**config.mk**
```make
export PLATFORM = sky130hd
export DESIGN_NAME = card_number_luhn_validator
export DESIGN_NICKNAME = d
export VERILOG_FILES = /design/src/design/cnlv_pkg.sv /design/src/design/card_number_luhn_validator.sv
export SDC_FILE = /design/constraint.sdc
export NUM_CORES = 1
export LEC_CHECK = 0
export BUFFER_PORTS_ARGS = -buffer_cell sky130_fd_sc_hd__buf_2
export CORE_MARGIN = 10
export CORE_UTILIZATION = 30
export DETAILED_ROUTE_END_ITERATION = 6
export PLACE_DENSITY_LB_ADDON = 0.15
export SLEW_MARGIN = 10
export SYNTH_ARGS = -nofsm -noshare
export SYNTH_HDL_FRONTEND = slang
export SYNTH_SLANG_ARGS = --single-unit
```
**constraint.sdc**
```tcl
create_clock -name clock -period 11.4 [get_ports clock]
set_input_delay 2.28 -clock clock [delete_from_list [all_inputs] [get_ports clock]]
set_output_delay 2.28 -clock clock [all_outputs]
set_load 0.01 [all_outputs]
```
**src/design/cnlv_pkg.sv**
```systemverilog
package cnlv_pkg;

   localparam int COUNT_WIDTH = 5;
   localparam int SUM_WIDTH = 4;
   localparam int CHAR_WIDTH = 8;
   localparam int STATUS_WIDTH = 3;
   localparam int CSR_INDEX_WIDTH = 1;

   typedef logic [COUNT_WIDTH-1:0] count_type;
   typedef logic [SUM_WIDTH-1:0] digit_type;
   typedef logic [CHAR_WIDTH-1:0] char_type;
   typedef logic [STATUS_WIDTH-1:0] status_type;
   typedef logic [CSR_INDEX_WIDTH-1:0] csr_index_type;

   localparam count_type COUNT_MAX = 5'd31;
   localparam count_type MIN_LENGTH_RESET = 5'd13;
   localparam count_type MAX_LENGTH_RESET = 5'd16;

   localparam csr_index_type CSR_MIN_LENGTH = 1'd0;
   localparam csr_index_type CSR_MAX_LENGTH = 1'd1;

   localparam status_type STATUS_VALID = 3'd0;
   localparam status_type STATUS_BAD_LENGTH = 3'd1;
   localparam status_type STATUS_BAD_TYPE = 3'd2;
   localparam status_type STATUS_NON_DIGIT = 3'd3;
   localparam status_type STATUS_LUHN_FAIL = 3'd4;

   localparam char_type CHAR_0 = 8'h30;
   localparam char_type CHAR_3 = 8'h33;
   localparam char_type CHAR_4 = 8'h34;
   localparam char_type CHAR_5 = 8'h35;
   localparam char_type CHAR_6 = 8'h36;
   localparam char_type CHAR_7 = 8'h37;
   localparam char_type CHAR_9 = 8'h39;

   // Luhn doubling of one digit: 2d, less 9 when that exceeds 9.
   function automatic digit_type digit_double(input digit_type d);
      logic [SUM_WIDTH:0] t;
      t = {d, 1'b0};
      if (t > 5'd9) begin
         t = t - 5'd9;
      end
      return t[SUM_WIDTH-1:0];
   endfunction

   function automatic digit_type add_mod10(input digit_type a, input digit_type b);
      logic [SUM_WIDTH:0] s;
      s = {1'b0, a} + {1'b0, b};
      if (s >= 5'd10) begin
         s = s - 5'd10;
      end
      return s[SUM_WIDTH-1:0];
   endfunction

endpackage

```
**src/design/card_number_luhn_validator.sv**
```systemverilog
// Card number checker: characters arrive one item per cycle when ready, leftmost first, and
// the item flagged as last produces one status (valid, bad length, bad prefix, non-digit, or
// Luhn failure, checked in that order). The block sustains one character per clock cycle
// unless a last character waits on a stalled result side; each item passes an
// input register, then the running-sum update and final checks, then the result register.
// Lengths above 31 are judged as 31. The user must write the length bounds through the csr
// port only while no number is in flight; the block itself does not enforce this.
module card_number_luhn_validator (
   input  logic                          clock,
   input  logic                          reset,
   input  logic                          req_valid,
   output logic                          req_ready,
   input  cnlv_pkg::char_type            req_char_code,
   input  logic                          req_is_last,
   output logic                          rsp_valid,
   input  logic                          rsp_ready,
   output cnlv_pkg::status_type          rsp_status,
   input  logic                          csr_valid,
   output logic                          csr_ready,
   input  cnlv_pkg::csr_index_type       csr_index,
   input  cnlv_pkg::count_type           csr_wdata
);

   logic                   s1_valid_ff, s1_valid_in;
   cnlv_pkg::char_type     s1_char_ff;
   logic                   s1_last_ff;
   logic                   out_valid_ff, out_valid_in;
   cnlv_pkg::status_type   out_status_ff, out_status_in;

   cnlv_pkg::count_type    min_length_ff, max_length_ff;
   cnlv_pkg::count_type    count_ff, count_in;
   cnlv_pkg::digit_type    sum_even_ff, sum_even_in;
   cnlv_pkg::digit_type    sum_odd_ff, sum_odd_in;
   cnlv_pkg::char_type     first_ff, first_in;
   cnlv_pkg::char_type     second_ff, second_in;
   logic                   bad_ff, bad_in;

   logic                   out_free;
   logic                   s1_move;
   logic                   is_digit;
   cnlv_pkg::digit_type    digit;
   cnlv_pkg::digit_type    digit_dbl;
   cnlv_pkg::digit_type    luhn;
   logic                   prefix_ok;

   assign out_free = !out_valid_ff || rsp_ready;
   assign s1_move = s1_valid_ff && (!s1_last_ff || out_free);
   assign req_ready = !s1_valid_ff || s1_move;
   assign s1_valid_in = (req_valid && req_ready) || (s1_valid_ff && !s1_move);

   assign rsp_valid = out_valid_ff;
   assign rsp_status = out_status_ff;
   assign csr_ready = 1'b1;

   always_comb begin
      is_digit = s1_char_ff inside {[cnlv_pkg::CHAR_0:cnlv_pkg::CHAR_9]};
      digit = s1_char_ff[cnlv_pkg::SUM_WIDTH-1:0];
      digit_dbl = cnlv_pkg::digit_double(digit);

      first_in = (count_ff == 5'd0) ? s1_char_ff : first_ff;
      second_in = (count_ff == 5'd1) ? s1_char_ff : second_ff;
      bad_in = bad_ff || !is_digit;
      sum_even_in = sum_even_ff;
      sum_odd_in = sum_odd_ff;
      if (is_digit) begin
         if (!count_ff[0]) begin
            sum_even_in = cnlv_pkg::add_mod10(sum_even_ff, digit_dbl);
            sum_odd_in = cnlv_pkg::add_mod10(sum_odd_ff, digit);
         end else begin
            sum_even_in = cnlv_pkg::add_mod10(sum_even_ff, digit);
            sum_odd_in = cnlv_pkg::add_mod10(sum_odd_ff, digit_dbl);
         end
      end
      count_in = (count_ff != cnlv_pkg::COUNT_MAX) ? count_ff + 5'd1 : cnlv_pkg::COUNT_MAX;

      luhn = count_in[0] ? sum_odd_in : sum_even_in;
      prefix_ok = (first_in inside {cnlv_pkg::CHAR_4, cnlv_pkg::CHAR_5, cnlv_pkg::CHAR_6})
                  || (first_in == cnlv_pkg::CHAR_3 && second_in == cnlv_pkg::CHAR_7);

      if (count_in < min_length_ff || count_in > max_length_ff) begin
         out_status_in = cnlv_pkg::STATUS_BAD_LENGTH;
      end else if (!prefix_ok) begin
         out_status_in = cnlv_pkg::STATUS_BAD_TYPE;
      end else if (bad_in) begin
         out_status_in = cnlv_pkg::STATUS_NON_DIGIT;
      end else if (luhn != 4'd0) begin
         out_status_in = cnlv_pkg::STATUS_LUHN_FAIL;
      end else begin
         out_status_in = cnlv_pkg::STATUS_VALID;
      end

      out_valid_in = (s1_move && s1_last_ff) || (out_valid_ff && !rsp_ready);
   end

   always_ff @(posedge clock) begin
      if (reset) begin
         s1_valid_ff <= 1'b0;
         out_valid_ff <= 1'b0;
         min_length_ff <= cnlv_pkg::MIN_LENGTH_RESET;
         max_length_ff <= cnlv_pkg::MAX_LENGTH_RESET;
         count_ff <= '0;
         sum_even_ff <= '0;
         sum_odd_ff <= '0;
         first_ff <= '0;
         second_ff <= '0;
         bad_ff <= 1'b0;
      end else begin
         s1_valid_ff <= s1_valid_in;
         out_valid_ff <= out_valid_in;
         if (csr_valid && csr_ready) begin
            case (csr_index)
               cnlv_pkg::CSR_MIN_LENGTH: min_length_ff <= csr_wdata;
               cnlv_pkg::CSR_MAX_LENGTH: max_length_ff <= csr_wdata;
               default: ;
            endcase
         end
         if (s1_move) begin
            if (s1_last_ff) begin
               count_ff <= '0;
               sum_even_ff <= '0;
               sum_odd_ff <= '0;
               first_ff <= '0;
               second_ff <= '0;
               bad_ff <= 1'b0;
            end else begin
               count_ff <= count_in;
               sum_even_ff <= sum_even_in;
               sum_odd_ff <= sum_odd_in;
               first_ff <= first_in;
               second_ff <= second_in;
               bad_ff <= bad_in;
            end
         end
      end
   end

   always_ff @(posedge clock) begin
      if (req_valid && req_ready) begin
         s1_char_ff <= req_char_code;
         s1_last_ff <= req_is_last;
      end
      if (s1_move && s1_last_ff) begin
         out_status_ff <= out_status_in;
      end
   end

   assert property (@(posedge clock) disable iff (reset)
      s1_move && s1_last_ff |=> count_ff == 5'd0 && !bad_ff && first_ff == 8'd0)
      else $error("Number state not cleared after the last character.");

   assert property (@(posedge clock) disable iff (reset)
      sum_even_ff < 4'd10 && sum_odd_ff < 4'd10)
      else $error("Running Luhn sum left the mod-10 range.");

   assert property (@(posedge clock) disable iff (reset)
      s1_valid_ff && !s1_move |=> s1_valid_ff && $stable(s1_char_ff) && $stable(s1_last_ff))
      else $error("Held character lost from the input register.");

   assert property (@(posedge clock) disable iff (reset)
      rsp_valid |-> rsp_status <= cnlv_pkg::STATUS_LUHN_FAIL)
      else $error("Status code out of range.");

endmodule
```
=== Word-level counts from Yosys, hierarchy flattened ===
Index checks and enable logic that the tools add are counted.

* Register bits after elaboration: 54
* Input bits: 20
* Output and inout port bits: 6

* Add/subtract/negate cells: 10
* Magnitude comparators: 9
* Equal/unequal tests: 7
* Mux-type cells: 22
* Bitwise gates (word level): 2
* Reduce and logical (&&, ||, !) cells: 27

{| class="wikitable"
|+ Operators by type and width
! operator !! count
|-
| 4-bit 2-to-1 mux || 12
|-
| 8-bit by 6-bit == test with 1-bit output, second input constant || 5
|-
| 8-bit 2-to-1 mux || 4
|-
| 4-bit by 4-bit adder with 5-bit output || 4
|-
| 5-bit by 4-bit greater-or-equal comparator with 1-bit output, second input constant || 4
|-
| 4-bit subtractor, second input constant || 5
|-
| 5-bit 2-to-1 mux || 2
|-
| 8-bit by 6-bit greater-or-equal comparator with 1-bit output, second input constant || 1
|-
| 8-bit by 6-bit less-or-equal comparator with 1-bit output, second input constant || 1
|-
| 1-bit logical OR || 8
|-
| 1-bit logical AND || 7
|-
| 1-bit logical NOT || 6
|-
| 5-bit by 1-bit adder with 5-bit output, second input constant || 1
|-
| 5-bit by 1-bit == test with 1-bit output, second input constant || 1
|-
| 5-bit by 4-bit > comparator with 1-bit output, second input constant || 1
|-
| 5-bit > comparator || 1
|-
| 5-bit logical NOT || 1
|-
| 5-bit less-than comparator || 1
|-
| 5-bit inequality test, second input constant || 1
|-
| 2-bit 2-to-1 mux || 2
|-
| 2-bit AND reduction || 2
|-
| 4-bit nonzero test || 1
|-
| 3-bit 2-to-1 mux || 1
|-
| 3-bit nonzero test || 1
|-
| other kinds (3) || 4
|}

=== Logic depth before layout (Yosys ltp) ===
Gate-level depths: netlist (run 1).

* Depth in word-level cells: 12
* Gate-level depth with buffers: 17
* Depth with buffers taken out: 17

=== Worst setup path before layout (run 1) ===
Ideal clock, no wire load.

* Path kind: input to output
* From: input rsp_ready
* To: output req_ready
* Arrival: 2.632 ns
* Required time: 9.120 ns
* Slack: 6.488 ns
* Stages on the path: 2
* Path through: nor2b_1 -> nand3_1

* Longest elaborated chain between the ends: 4

{| class="wikitable"
|+ Ends and longest elaborated chain
! item !! line !! text
|-
| start, declared || card_number_luhn_validator.sv:16 || <nowiki>input logic rsp_ready,</nowiki>
|-
| 1-bit logical OR || card_number_luhn_validator.sv:46 || <nowiki>assign out_free = !out_valid_ff || rsp_ready;</nowiki>
|-
| 1-bit logical OR || card_number_luhn_validator.sv:47 || <nowiki>assign s1_move = s1_valid_ff && (!s1_last_ff || out_free);</nowiki>
|-
| 1-bit logical AND || card_number_luhn_validator.sv:47 ||
|-
| 1-bit logical OR || card_number_luhn_validator.sv:48 || <nowiki>assign req_ready = !s1_valid_ff || s1_move;</nowiki>
|-
| end, declared || card_number_luhn_validator.sv:12 || <nowiki>output logic req_ready,</nowiki>
|}

No other way between the ends.

=== Final worst setup path (run 1) ===
Ends and elaborated chain as after synthesis.

==> results of run 1 <==
metrics by stage:
stage	utilization	instance area (sq um)	hold WS (ns)	worst slack, ns
floorplan	-	3510	0.435	6.49
global placement	0.329	3760	0.447	6.26
detailed placement	0.329	3760	0.450	6.22
CTS	0.341	3900	0.459	6.21
global route	0.341	3900	0.482	6.11
finish	0.341	3900	0.461	6.23
metal layers:
metal  wire length, um  global-route usage  vias to the layer above
li1                  -                   -                     1491
met1              4100               0.130                     1365
met2              3860               0.174                       29
met3               228              0.0199                        8
met4               110              0.0272                        0
met5                 0                   0                        -
worst max-delay path, cell delays in order:
cell and delay (ns):
buf_2 0.10, nor2b_1 0.22, nand3_1 0.13, buf_2 0.16
cell usage after synthesis, drive strengths merged (3+ instances only):
| master | instances | area, sq um |
|---|---|---|
| nor3 | 11 | 55.1 |
| a21oi | 23 | 115 |
| xnor2 | 5 | 43.8 |
| a21o | 6 | 45.0 |
| nand2 | 30 | 113 |
| clkbuf | 14 | 52.6 |
| inv | 30 | 113 |
| nand3 | 13 | 65.1 |
| mux2i | 13 | 130 |
| a211oi | 6 | 45.0 |
| a2111oi | 3 | 32.5 |
| nand2b | 10 | 62.6 |
| nor2 | 52 | 195 |
| o21ai | 17 | 85.1 |
| edfxtp | 12 | 360 |
| or3 | 3 | 20.0 |
| a22oi | 22 | 165 |
| ha | 35 | 438 |
| nor2b | 8 | 50.1 |
| fa | 4 | 80.1 |
| xor2 | 3 | 26.3 |
| dfxtp | 42 | 841 |
| a32oi | 3 | 26.3 |
placed cells by master (no fill, tap or decap), types with 11 or more instances in the layout:
cell type	instances
a21oi_1	23
a22oi_1	22
buf_2	24
dfxtp_1	42
edfxtp_1	12
ha_1	35
inv_1	30
mux2i_1	13
nand2_1	30
nand3_1	13
nor2_1	52
nor3_1	11
o21ai_0	15
worst min path at each step:
stage	start	to	slack, ns	cells after the start
2_1_floorplan	max_length_ff[4]	max_length_ff[4]	0.44	1
3_3_place_gp	max_length_ff[2]	max_length_ff[2]	0.45	2
3_5_place_dp	max_length_ff[2]	max_length_ff[2]	0.45	2
4_1_cts	max_length_ff[2]	max_length_ff[2]	0.46	2
5_1_grt	max_length_ff[2]	max_length_ff[2]	0.48	2
6_report	max_length_ff[2]	max_length_ff[2]	0.46	2
layout make-up:
type	count	area [sq um]	share of cell area
Tap cell	143	179	0.0459
Inverter	30	113	0.0289
Timing Repair Buffer	25	128	0.0327
Clock inverter	2	13.8	0.00353
Sequential cell	54	1200	0.308
Clock buffer	6	129	0.0331
Multi-Input combinational cell	307	2140	0.548
power breakdown:
part / internal, mW / total (mW) / leakage (nW) / switching (mW)
registers: 0.201 / 0.207 / 0.454 / 0.00584
logic: 0.0253 / 0.0609 / 1.07 / 0.0356
clock network: 0.0816 / 0.149 / 0.0708 / 0.0675
total: 0.308 / 0.417 / 1.60 / 0.109
state kept, by name, summed over array words and instances (netlist names):
signal and count:
bad_ff 1, count_ff 5, first_ff 8, max_length_ff 5
min_length_ff 5, rsp_status 3, rsp_valid 1, s1_char_ff 8
s1_last_ff 1, s1_valid_ff 1, second_ff 8, sum_even_ff 4
sum_odd_ff 4
kinds of logic (layout without fill, tap and decap cells):
group / Yosys count / in the layout / share of synthesized area
AO/OA/AOI/OAI: 103 / 103 / 0.203
XOR/XNOR: 8 / 8 / 0.0200
adder cells (fa/ha/maj): 39 / 39 / 0.148
buffers and inverters: 45 / 63 / 0.0492
flip-flops: 54 / 54 / 0.342
multiplexers: 15 / 15 / 0.0435
other: 1 / 1 / 0.00107
AND/OR/NAND/NOR: 141 / 141 / 0.193
==> impl_results.md, run 1 <==
* Final ANT Viol Nets at 0
* Ys Warns at 0
* Antenna violations before repair at 0
* Maximum clock path buffer count at 2
* Routability cong. at 0.793
* Worst Tran Pin Value at 1.01 ns
* CTS tree: built
* # hold bufs at CTS at 0
* Post-Synthesis Cell Area at 3510 sq um
* Setup TNS at 0 ns
* Clk sinks at 54
* Vias in the first global route at 2,918
* Largest net degree at the start of global routing at 44
* CP startpoint: rsp_ready
* Min cycle time layout at 5.17 ns
* Placed cell count at 559
* Diodes inserted at 0
* Slew Viols, Final at 0
* Initial DRC count at 147
* Total CTS buffers at 5
* First-pass GRT wire length at 14,000 um
* Non-Filler Instances at 567
* Die Ht at 128 um
* Crit share post-route at 0.454
* Fill cells at 1,218
* Syn Nets at 465
* Mean Syn Cell Area at 8.64 sq um
* Worst r2r dst: rsp_status[2]
* Die width at 128 um
* Clock skew at 0.00562 ns
* DP HPWL at 6510 um
* Core box area at 11,400 sq um
* Clock Latency Late Sink at 0.29 ns
* Pre-antenna DRT Iters at 5
* Synth-to-layout area growth at 11.1%
* Root buf cell: clkbuf_16
* GRT Overall Usage at 0.103
* Starting Density at 0.307
* Leakage at 1.60 nW
* Hold Path Class: flip-flop to flip-flop
* Startpoint Class: input pin
* Max Freq at 0.193 GHz
* Post-synthesis sequential area ratio at 0.342
* Grt ovf at 0
* # DRC at 0
* Nets at 482
* Critical Path RT at 9.12 ns
* Syn Inst Count at 406
* FF-to-FF Start: s1_char_ff[1]
* Post-synth ARST share at 0
* Tot Pwr at 417 uW
* IO Pins at 26
* VDD IR-drop max at 0.0000977 V
* Setup CP Type: input pin to output pin
* Layout cell share with drive strength beyond 1 at 0.0967
* Final wirelength at 8300 um
* RSZ-0062 raised after global routing: no
* Synth Register Bits at 54
* Crit path capture type: output pin
* Port bufs at 24
* Setup crit end: req_ready
* Num rows at 39
* Post-CTS Setup Bufs at 0
* CP arrival at 2.89 ns
* Htree depth at 2
* Outcome: complete, no violations
* Max_slew headroom at 0.321
* Reg2Reg Depth at 16
* Flop-to-flop setup slack at 6.86 ns
* Pwr dens at 107 nW/um^2
* Die ar. at 16,400 sq um
* Final Hold Fails at 0
* Clock Pin Slew Worst Setup and Hold Paths at 0.06 ns
* Primary FF master, synth: dfxtp_1
* Max Cap Violations at 0
* Distinct cell type count after synthesis at 61
* Avg Vias per Cell at 5.10
* Number of synthesized flops with an enable pin at 12
* Vias post-DR at 2,893
* CP Max Fanout at 4
* Post-cts sizing count at 0
* Final setup fails at 0
* WL/cell at 14.6 um
No activity file was read; power rests on OpenSTA's default activity.
==> run 2, diff against run 1 <==
--- a/config.mk
+++ b/config.mk
@@ -5,6 +5,7 @@
 export SDC_FILE = /design/constraint.sdc
 export NUM_CORES = 1
 export LEC_CHECK = 0
+export ABC_AREA = 1
 export BUFFER_PORTS_ARGS = -buffer_cell sky130_fd_sc_hd__buf_2
 export CORE_MARGIN = 10
 export CORE_UTILIZATION = 30
==> constraint.sdc (replaced) <==
create_clock -name clock -period 5.05 [get_ports clock]
set_input_delay 1.01 -clock clock [delete_from_list [all_inputs] [get_ports clock]]
set_output_delay 1.01 -clock clock [all_outputs]
set_load 0.01 [all_outputs]
==> impl_results.md, run 2 <==
* Outcome: complete, no violations
* Number of synthesized flops with an enable pin at 12 (unchanged)
* Post-synthesis sequential area ratio at 0.319 (-0.0233)
* Diodes inserted at 0 (unchanged)
* Root buf cell: clkbuf_16
* Crit path cell chain: inv_1 > ha_1 > o21ai_0 > xor2_1 > inv_1 > fa_1 > inv_1 > nand2_1 > and2_1 > ha_1 > nand2_1 > nand3_1 > nand2_1 > nand2_1 > nand3_1 > nand3_1 > nand2_1 > nand3_1 > nand2_1 > nor2_1
* Crit path capture type: flip-flop
* Post-Synthesis Cell Area at 3770 sq um (+7.3%)
* Crit share post-route at 0.743
* Post-synth ARST share at 0 (unchanged)
* Worst r2r dst: rsp_status[2]
* Crit-path slowest cell: o21ai_0
* Leakage at 1.89 nW (+18%)
* Post-CTS Setup Bufs at 0 (unchanged)
* IO Pins at 26 (unchanged)
* Synth area leader: dfxtp_1
* Setup CP Type: flip-flop to flip-flop
* Startpoint Class: flip-flop
* Grt met1 use at 0.133 (+0.00308)
* Vias in the first global route at 3,225 (+11%)
* CP startpoint: s1_char_ff[1]
* Setup crit end: rsp_status[2]
* Cell family with most CP delay: simple AND/OR/NAND/NOR gates
* Highest-count cells in the layout ignoring fill and taps: nand2_1 (152), inv_1 (76), nand3_1 (57)
* Min cycle time layout at 3.75 ns
* Buffers and inverters on the worst path at 3 (+1)
* Hold Path Class: flip-flop to flip-flop
* Clk sinks at 54 (unchanged)
* Starting Density at 0.310 (+0.00231)
* # hold bufs at CTS at 0 (unchanged)
* FF-to-FF Start: s1_char_ff[1]
* WL/cell at 12.8 um (-13%)
* Die width at 132 um (+3.0%)
* Distinct cell type count after synthesis at 34 (-44%)
* Cell mode on critical path: nand2_1
* Total CTS buffers at 5 (unchanged)
* Maximum clock path buffer count at 2 (unchanged)
* CP Max Fanout at 7 (+3)
* CTS tree: built
* Combinational fraction of design power at 0.162 (+0.016)
* Routability cong. at 0.860 (+8.5%)
* Most common cell after layout, fill and taps aside: nand2_1
* Switching Fraction at 0.271 (+0.00965)
* Pwr dens at 232 nW/um^2 (+120%)
* Synth-to-layout area growth at 11.1% (about the same)
* Ys Warns at 0 (unchanged)
* Grt ovf at 0 (unchanged)
* Switching pwr at 262 uW (+140%)
* Final wirelength at 9370 um (+13%)
* Routing usage on met3 at 0.0171 (-0.00270)
* GRT Overall Usage at 0.109 (+0.00575)
* Slowest stage delay, CP at 0.49 ns (+0.27 ns)
* Clock Latency Late Sink at 0.29 ns (about the same)
* Max Freq at 0.266 GHz
* Num rows at 40 (+2.6%)
* Primary FF master, synth: dfxtp_1
* Core box area at 12,200 sq um (+6.5%)
* Max Cap Violations at 0 (unchanged)
* RSZ-0062 raised after global routing: no
* Final setup fails at 0 (unchanged)
* Antenna violations before repair at 0 (unchanged)
* Clock skew at 0.00442 ns (-0.00120 ns)
* Die ar. at 17,400 sq um (+6.2%)
* Largest cells by area after synthesis: dfxtp_1 (22%), nand2_1 (15%), ha_1 (12%)
* CP arrival at 3.80 ns (+0.91 ns)
* Met2 usage at 0.189 (+0.0143)
* Critical Path RT at 5.10 ns (-4.02 ns)
* Syn Nets at 604 (+30%)
* Syn Inst Count at 545 (+34%)
* Top cells by count, synth: nand2_1 (152), inv_1 (76), nand3_1 (57)
* Largest net degree at the start of global routing at 31 (-30%)
* Reg2Reg Depth at 20 (+4)
* Vias post-DR at 3,348 (+16%)
* Layout cell share with drive strength beyond 1 at 0.0867 (-0.00997)
* # DRC at 0 (unchanged)
* Max_slew headroom at 0.438 (+0.117)
* Port bufs at 24 (unchanged)
* Slew Viols, Final at 0 (unchanged)
* Die Ht at 132 um (+3.0%)
* Mean Syn Cell Area at 6.91 sq um (-20%)
* Non-Filler Instances at 733 (+29%)
* Cell depth of the worst setup path at 20 (+16)
* Post-cts sizing count at 0 (unchanged)
* Nets at 623 (+29%)
* Final ANT Viol Nets at 0 (unchanged)
* First-pass GRT wire length at 15,800 um (+12%)
* DP HPWL at 7500 um (+15%)
* Synth Register Bits at 54 (unchanged)
* Pre-antenna DRT Iters at 4 (-1)
* VDD IR-drop max at 0.000174 V (+78%)
* Setup TNS at 0 ns (unchanged)
* Post-synth top area share at 0.223 (-0.0163)
* Worst Tran Pin Value at 0.840 ns (-0.174 ns)
* Regs by FF count: first_ff x8, s1_char_ff x8, second_ff x8
* Sequential share of power at 0.482 (-0.015)
* Clock Pin Slew Worst Setup and Hold Paths at 0.07 ns (about the same)
* Fill cells at 1,331 (+9.3%)
* Most frequent cell after synthesis: nand2_1
* Clock share of power at 0.355 (-0.002)
* Initial DRC count at 143 (-2.7%)
* Gr busiest metal: met2
* Htree depth at 2 (unchanged)
* Placed cell count at 725 (+30%)
* Flop-to-flop setup slack at 1.30 ns (-5.56 ns)
* Int Power at 707 uW (+130%)
* Final Hold Fails at 0 (unchanged)
* Avg Vias per Cell at 4.57 (-10%)
[run 2: cell count changes after synthesis, moves of 10 or more]
cell | before | now
nand2b_1 | 10 | 0
inv_1 | 30 | 76
nand2_1 | 30 | 152
nor2_1 | 52 | 29
mux2i_1 | 13 | 1
a22oi_1 | 22 | 0
nand3_1 | 13 | 57
a21oi_1 | 23 | 49
[run 2: logic make-up (layout without fill, tap and decap cells)]
kind of cell	after synthesis	after routing	synth area share
compound gates	90	90	0.131
buf+inv	92	112	0.0970
flops	54	54	0.319
fa+ha+maj	39	39	0.138
simple gates	264	264	0.302
mux	1	1	0.00266
other cells	1	1	0.000996
xor+xnor	4	4	0.00930
[run 2: power groups by stage]
stage	Sequential (mW)	Combinational, mW	Clock, mW
floorplan	0.472	0.121	0
global placement	0.477	0.157	0
detailed placement	0.478	0.160	0
CTS	0.468	0.161	0.360
global route	0.470	0.183	0.375
finish	0.468	0.157	0.344
[run 2: worst register-to-register path: stages, from the launching register on]
cell and delay, ns:
edfxtp_1 0.41, inv_1 0.19, ha_1 0.27, o21ai_0 0.49, xor2_1 0.30, inv_1 0.14
fa_1 0.45, inv_1 0.07, nand2_1 0.05, and2_1 0.15, ha_1 0.22, nand2_1 0.07
nand3_1 0.11, nand2_1 0.10, nand2_1 0.05, nand3_1 0.06, nand3_1 0.10, nand2_1 0.08
nand3_1 0.08, nand2_1 0.07, nor2_1 0.04
[run 2: layer usage]
| layer | share of wire | vias to the layer above |
|---|---|---|
| met1 | 0.46 | 1484 |
| met2 | 0.49 | 45 |
| met3 | 0.031 | 10 |
| met4 | 0.019 | 0 |
| li1 | - | 1809 |
| met5 | 0 | - |
[run 2: worst min path at each step]
stage / cells after the start / to / slack (ns) / start
finish: 2 / second_ff[3] / 0.46 / second_ff[3]
global route: 2 / first_ff[7] / 0.48 / first_ff[7]
CTS: 2 / second_ff[3] / 0.47 / second_ff[3]
detailed placement: 2 / second_ff[3] / 0.46 / second_ff[3]
global placement: 2 / second_ff[6] / 0.45 / second_ff[6]
floorplan: 2 / min_length_ff[0] / 0.43 / min_length_ff[0]
[run 2: cell type report]
type / count / area, sq um / area share
Clock buffer: 6 / 139 / 0.0332
Clock inverter: 2 / 7.51 / 0.00179
Inverter: 78 / 293 / 0.0700
Multi-Input combinational cell: 399 / 2200 / 0.526
Sequential cell: 54 / 1200 / 0.287
Tap cell: 168 / 210 / 0.0502
Timing Repair Buffer: 26 / 135 / 0.0323
[run 2: per-stage QoR]
step | area [sq um] | hold slack (ns) | utilization | power, mW | setup slack [ns]
finish | 4190 | 0.464 | 0.344 | 0.969 | 1.30
global route | 4190 | 0.477 | 0.344 | 1.03 | 0.843
CTS | 4190 | 0.467 | 0.344 | 0.988 | 1.25
detailed placement | 4040 | 0.456 | 0.332 | 0.638 | 1.26
global placement | 4040 | 0.452 | 0.332 | 0.635 | 1.41
floorplan | 3770 | 0.429 | - | 0.593 | 1.72
==> run 3, diff against run 2 <==
--- a/config.mk
+++ b/config.mk
@@ -5,7 +5,7 @@
 export SDC_FILE = /design/constraint.sdc
 export NUM_CORES = 1
 export LEC_CHECK = 0
-export ABC_AREA = 1
+export ABC_AREA = 0
 export BUFFER_PORTS_ARGS = -buffer_cell sky130_fd_sc_hd__buf_2
 export CORE_MARGIN = 10
 export CORE_UTILIZATION = 30
==> constraint.sdc (replaced) <==
create_clock -name clock -period 3.5 [get_ports clock]
set_input_delay 0.7 -clock clock [delete_from_list [all_inputs] [get_ports clock]]
set_output_delay 0.7 -clock clock [all_outputs]
set_load 0.01 [all_outputs]
==> impl_results.md, run 3 (synthesized netlist as in run 1, its figures left out) <==
* Fin Hold WS at 0.455 ns (-0.00905 ns)
* Layout cell share with drive strength beyond 1 at 0.176 (+0.0897)
* Leakage at 1.71 nW (-9.4%)
* # DRC at 0 (unchanged)
* Final Hold Fails at 0 (unchanged)
* Hold Path Origin: max_length_ff[2]
* CP Max Fanout at 4 (-3)
* Nets at 500 (-20%)
* Hold Path Class: flip-flop to flip-flop
* IO Pins at 26 (unchanged)
* Die width at 128 um (-2.9%)
* Max Freq at 0.287 GHz (+7.6%)
* Maximum clock path buffer count at 2 (unchanged)
* WHS Path Cells at 2 (unchanged)
* Max Cap Violations at 0 (unchanged)
* Highest-count cells in the layout ignoring fill and taps: nor2_1 (52), dfxtp_1 (42), ha_1 (32)
* First-pass GRT wire length at 15,100 um (-4.3%)
* Outcome: complete, no violations
* Cell mode on critical path: inv_2
* Clk sinks at 54 (unchanged)
* Core box area at 11,400 sq um (-6.1%)
* Final setup fails at 0 (unchanged)
* Final core area utilization at 0.363 (+0.0192)
* Port bufs at 24 (unchanged)
* Vias in the first global route at 3,021 (-6.3%)
* Clock Latency Late Sink at 0.29 ns (about the same)
* Die Ht at 128 um (-2.9%)
* GRT Overall Usage at 0.110 (+0.00118)
* Clock skew at 0.00586 ns (+0.00144 ns)
* CP arrival at 3.59 ns (-0.21 ns)
* Root buf cell: clkbuf_16
* Avg Vias per Cell at 5.10 (+12%)
* Slowest stage delay, CP at 0.45 ns (-0.04 ns)
* Pre-antenna DRT Iters at 4 (unchanged)
* Routability cong. at 0.772 (-10%)
* Regs by FF count: first_ff x8, s1_char_ff x8, second_ff x8
* Vias post-DR at 2,982 (-11%)
* Flop-to-flop setup slack at 0.01 ns (-1.28 ns)
* Total CTS buffers at 5 (unchanged)
* Cell depth of the worst setup path at 15 (-25%)
* Switching Fraction at 0.262 (-0.00904)
* Switching pwr at 394 uW (+50%)
* Placed cell count at 573 (-21%)
* Setup CP Type: flip-flop to flip-flop
* Htree depth at 2 (unchanged)
* Starting Density at 0.307 (-0.00231)
* Sequential share of power at 0.445 (-0.037)
* Die ar. at 16,400 sq um (-5.8%)
* Pre-CTS WS at -0.0877 ns (-1.34 ns)
* Largest net degree at the start of global routing at 44 (+42%)
* Clock share of power at 0.390 (+0.035)
* FF-to-FF Start: s1_char_ff[1]
* Setup TNS at 0 ns (unchanged)
* Cell family with most CP delay: compound AO/OA/AOI/OAI gates
* RSZ-0062 raised after global routing: yes
* Fin area at 4150 sq um (-0.87%)
* Worst r2r dst: rsp_status[2]
* Max_slew headroom at 0.301 (-0.137)
* Crit path capture type: flip-flop
* Synth-to-layout area growth at 18.2%
* VDD IR-drop max at 0.000210 V (+21%)
* Initial DRC count at 185 (+29%)
* WL/cell at 15.2 um (+19%)
* Crit share post-route at 0.996 (+0.253)
* Buffers and inverters on the worst path at 4 (+1)
* DP HPWL at 6830 um (-9.0%)
* Diodes inserted at 0 (unchanged)
* Grt ovf at 0 (unchanged)
* Clock Pin Slew Worst Setup and Hold Paths at 0.08 ns (about the same)
* Num rows at 39 (-2.5%)
* Reg2Reg Depth at 15 (-25%)
* Final wirelength at 8880 um (-5.3%)
* Slew Viols, Final at 0 (unchanged)
* Fill cells at 1,222 (-8.2%)
* Final ANT Viol Nets at 0 (unchanged)
* Startpoint Class: flip-flop
* Critical Path RT at 3.60 ns (-1.50 ns)
* Setup ws final at 0.0128 ns (-1.28 ns)
* Non-Filler Instances at 585 (-20%)
* Most common cell after layout, fill and taps aside: nor2_1
* CTS tree: built
* # hold bufs at CTS at 0 (unchanged)
* Antenna violations before repair at 0 (unchanged)
* Worst Tran Pin Value at 1.04 ns (+0.204 ns)
* Crit path cell chain: inv_2 > ha_4 > inv_2 > a21oi_4 > inv_2 > ha_2 > inv_2 > fa_2 > or2_1 > o2111a_1 > o22a_1 > or3_1 > a32oi_2 > o32ai_1 > a2111oi_2
* Combinational fraction of design power at 0.165 (+0.003)
* Pwr dens at 362 nW/um^2 (+57%)
* Int Power at 1.11 mW (+57%)
* Area post-placement at 3920 sq um (-3.0%)
* Crit-path slowest cell: fa_2
* Tot Pwr at 1.50 mW (+55%)
* Hold EP: max_length_ff[2]
* Min cycle time layout at 3.49 ns (-0.266 ns)
[run 3: cell types whose count changed in the layout (fill, tap and decap cells not counted), moves of 22 or more]
cell	change
nand2_1	-122
inv_1	-52
nand3_1	-44
a21oi_1	-27
nor2_1	+23
a22oi_1	+22
[run 3: cell type report]
class,count,area [sq um],area share
Multi-Input combinational cell,307,2220,0.535
Sequential cell,54,1200,0.290
Timing Repair Buffer,43,263,0.0633
Tap cell,143,179,0.0431
Clock buffer,5,125,0.0302
Inverter,30,113,0.0271
Clock inverter,3,48.8,0.0118
[run 3: what timing repair did]
item,in CTS,in global routing
gates cloned,0,0
setup endpoints to repair,1,3
hold endpoints to repair,0,0
setup buffers,3,1
resized for setup,4,3
pin swaps,6,3
[run 3: worst reg2reg max path: cells and delay by family (launching register included)]
family | cells | cell delay [ns]
AO/OA/AOI/OAI | 6 | 1.26
adder cells (fa/ha/maj) | 3 | 0.78
AND/OR/NAND/NOR | 2 | 0.59
flip-flops | 1 | 0.40
buffers and inverters | 4 | 0.27
[run 3: routing by layer]
| layer | up-vias | global-route usage | share of wire |
|---|---|---|---|
| met5 | - | 0 | 0 |
| met4 | 0 | 0.0245 | 0.0080 |
| met3 | 6 | 0.0178 | 0.027 |
| met2 | 41 | 0.178 | 0.47 |
| met1 | 1415 | 0.149 | 0.49 |
| li1 | 1520 | - | - |
[run 3: power groups by stage]
stage                     registers (mW)  clock network, mW  logic [mW]
after CTS                          0.669              0.605       0.247
after floorplan                    0.680                  0       0.160
final                              0.669              0.587       0.248
after global routing               0.672              0.623       0.282
after global placement             0.684                  0       0.230
after detailed placement           0.684                  0       0.233
[run 3: worst max path at each step]
stage / endpoint / startpoint
floorplan: rsp_status[2] / s1_char_ff[1]
global placement: rsp_status[2] / s1_char_ff[1]
detailed placement: rsp_status[2] / s1_char_ff[1]
CTS: rsp_status[2] / s1_char_ff[1]
global route: rsp_status[2] / s1_char_ff[0]
finish: rsp_status[2] / s1_char_ff[1]
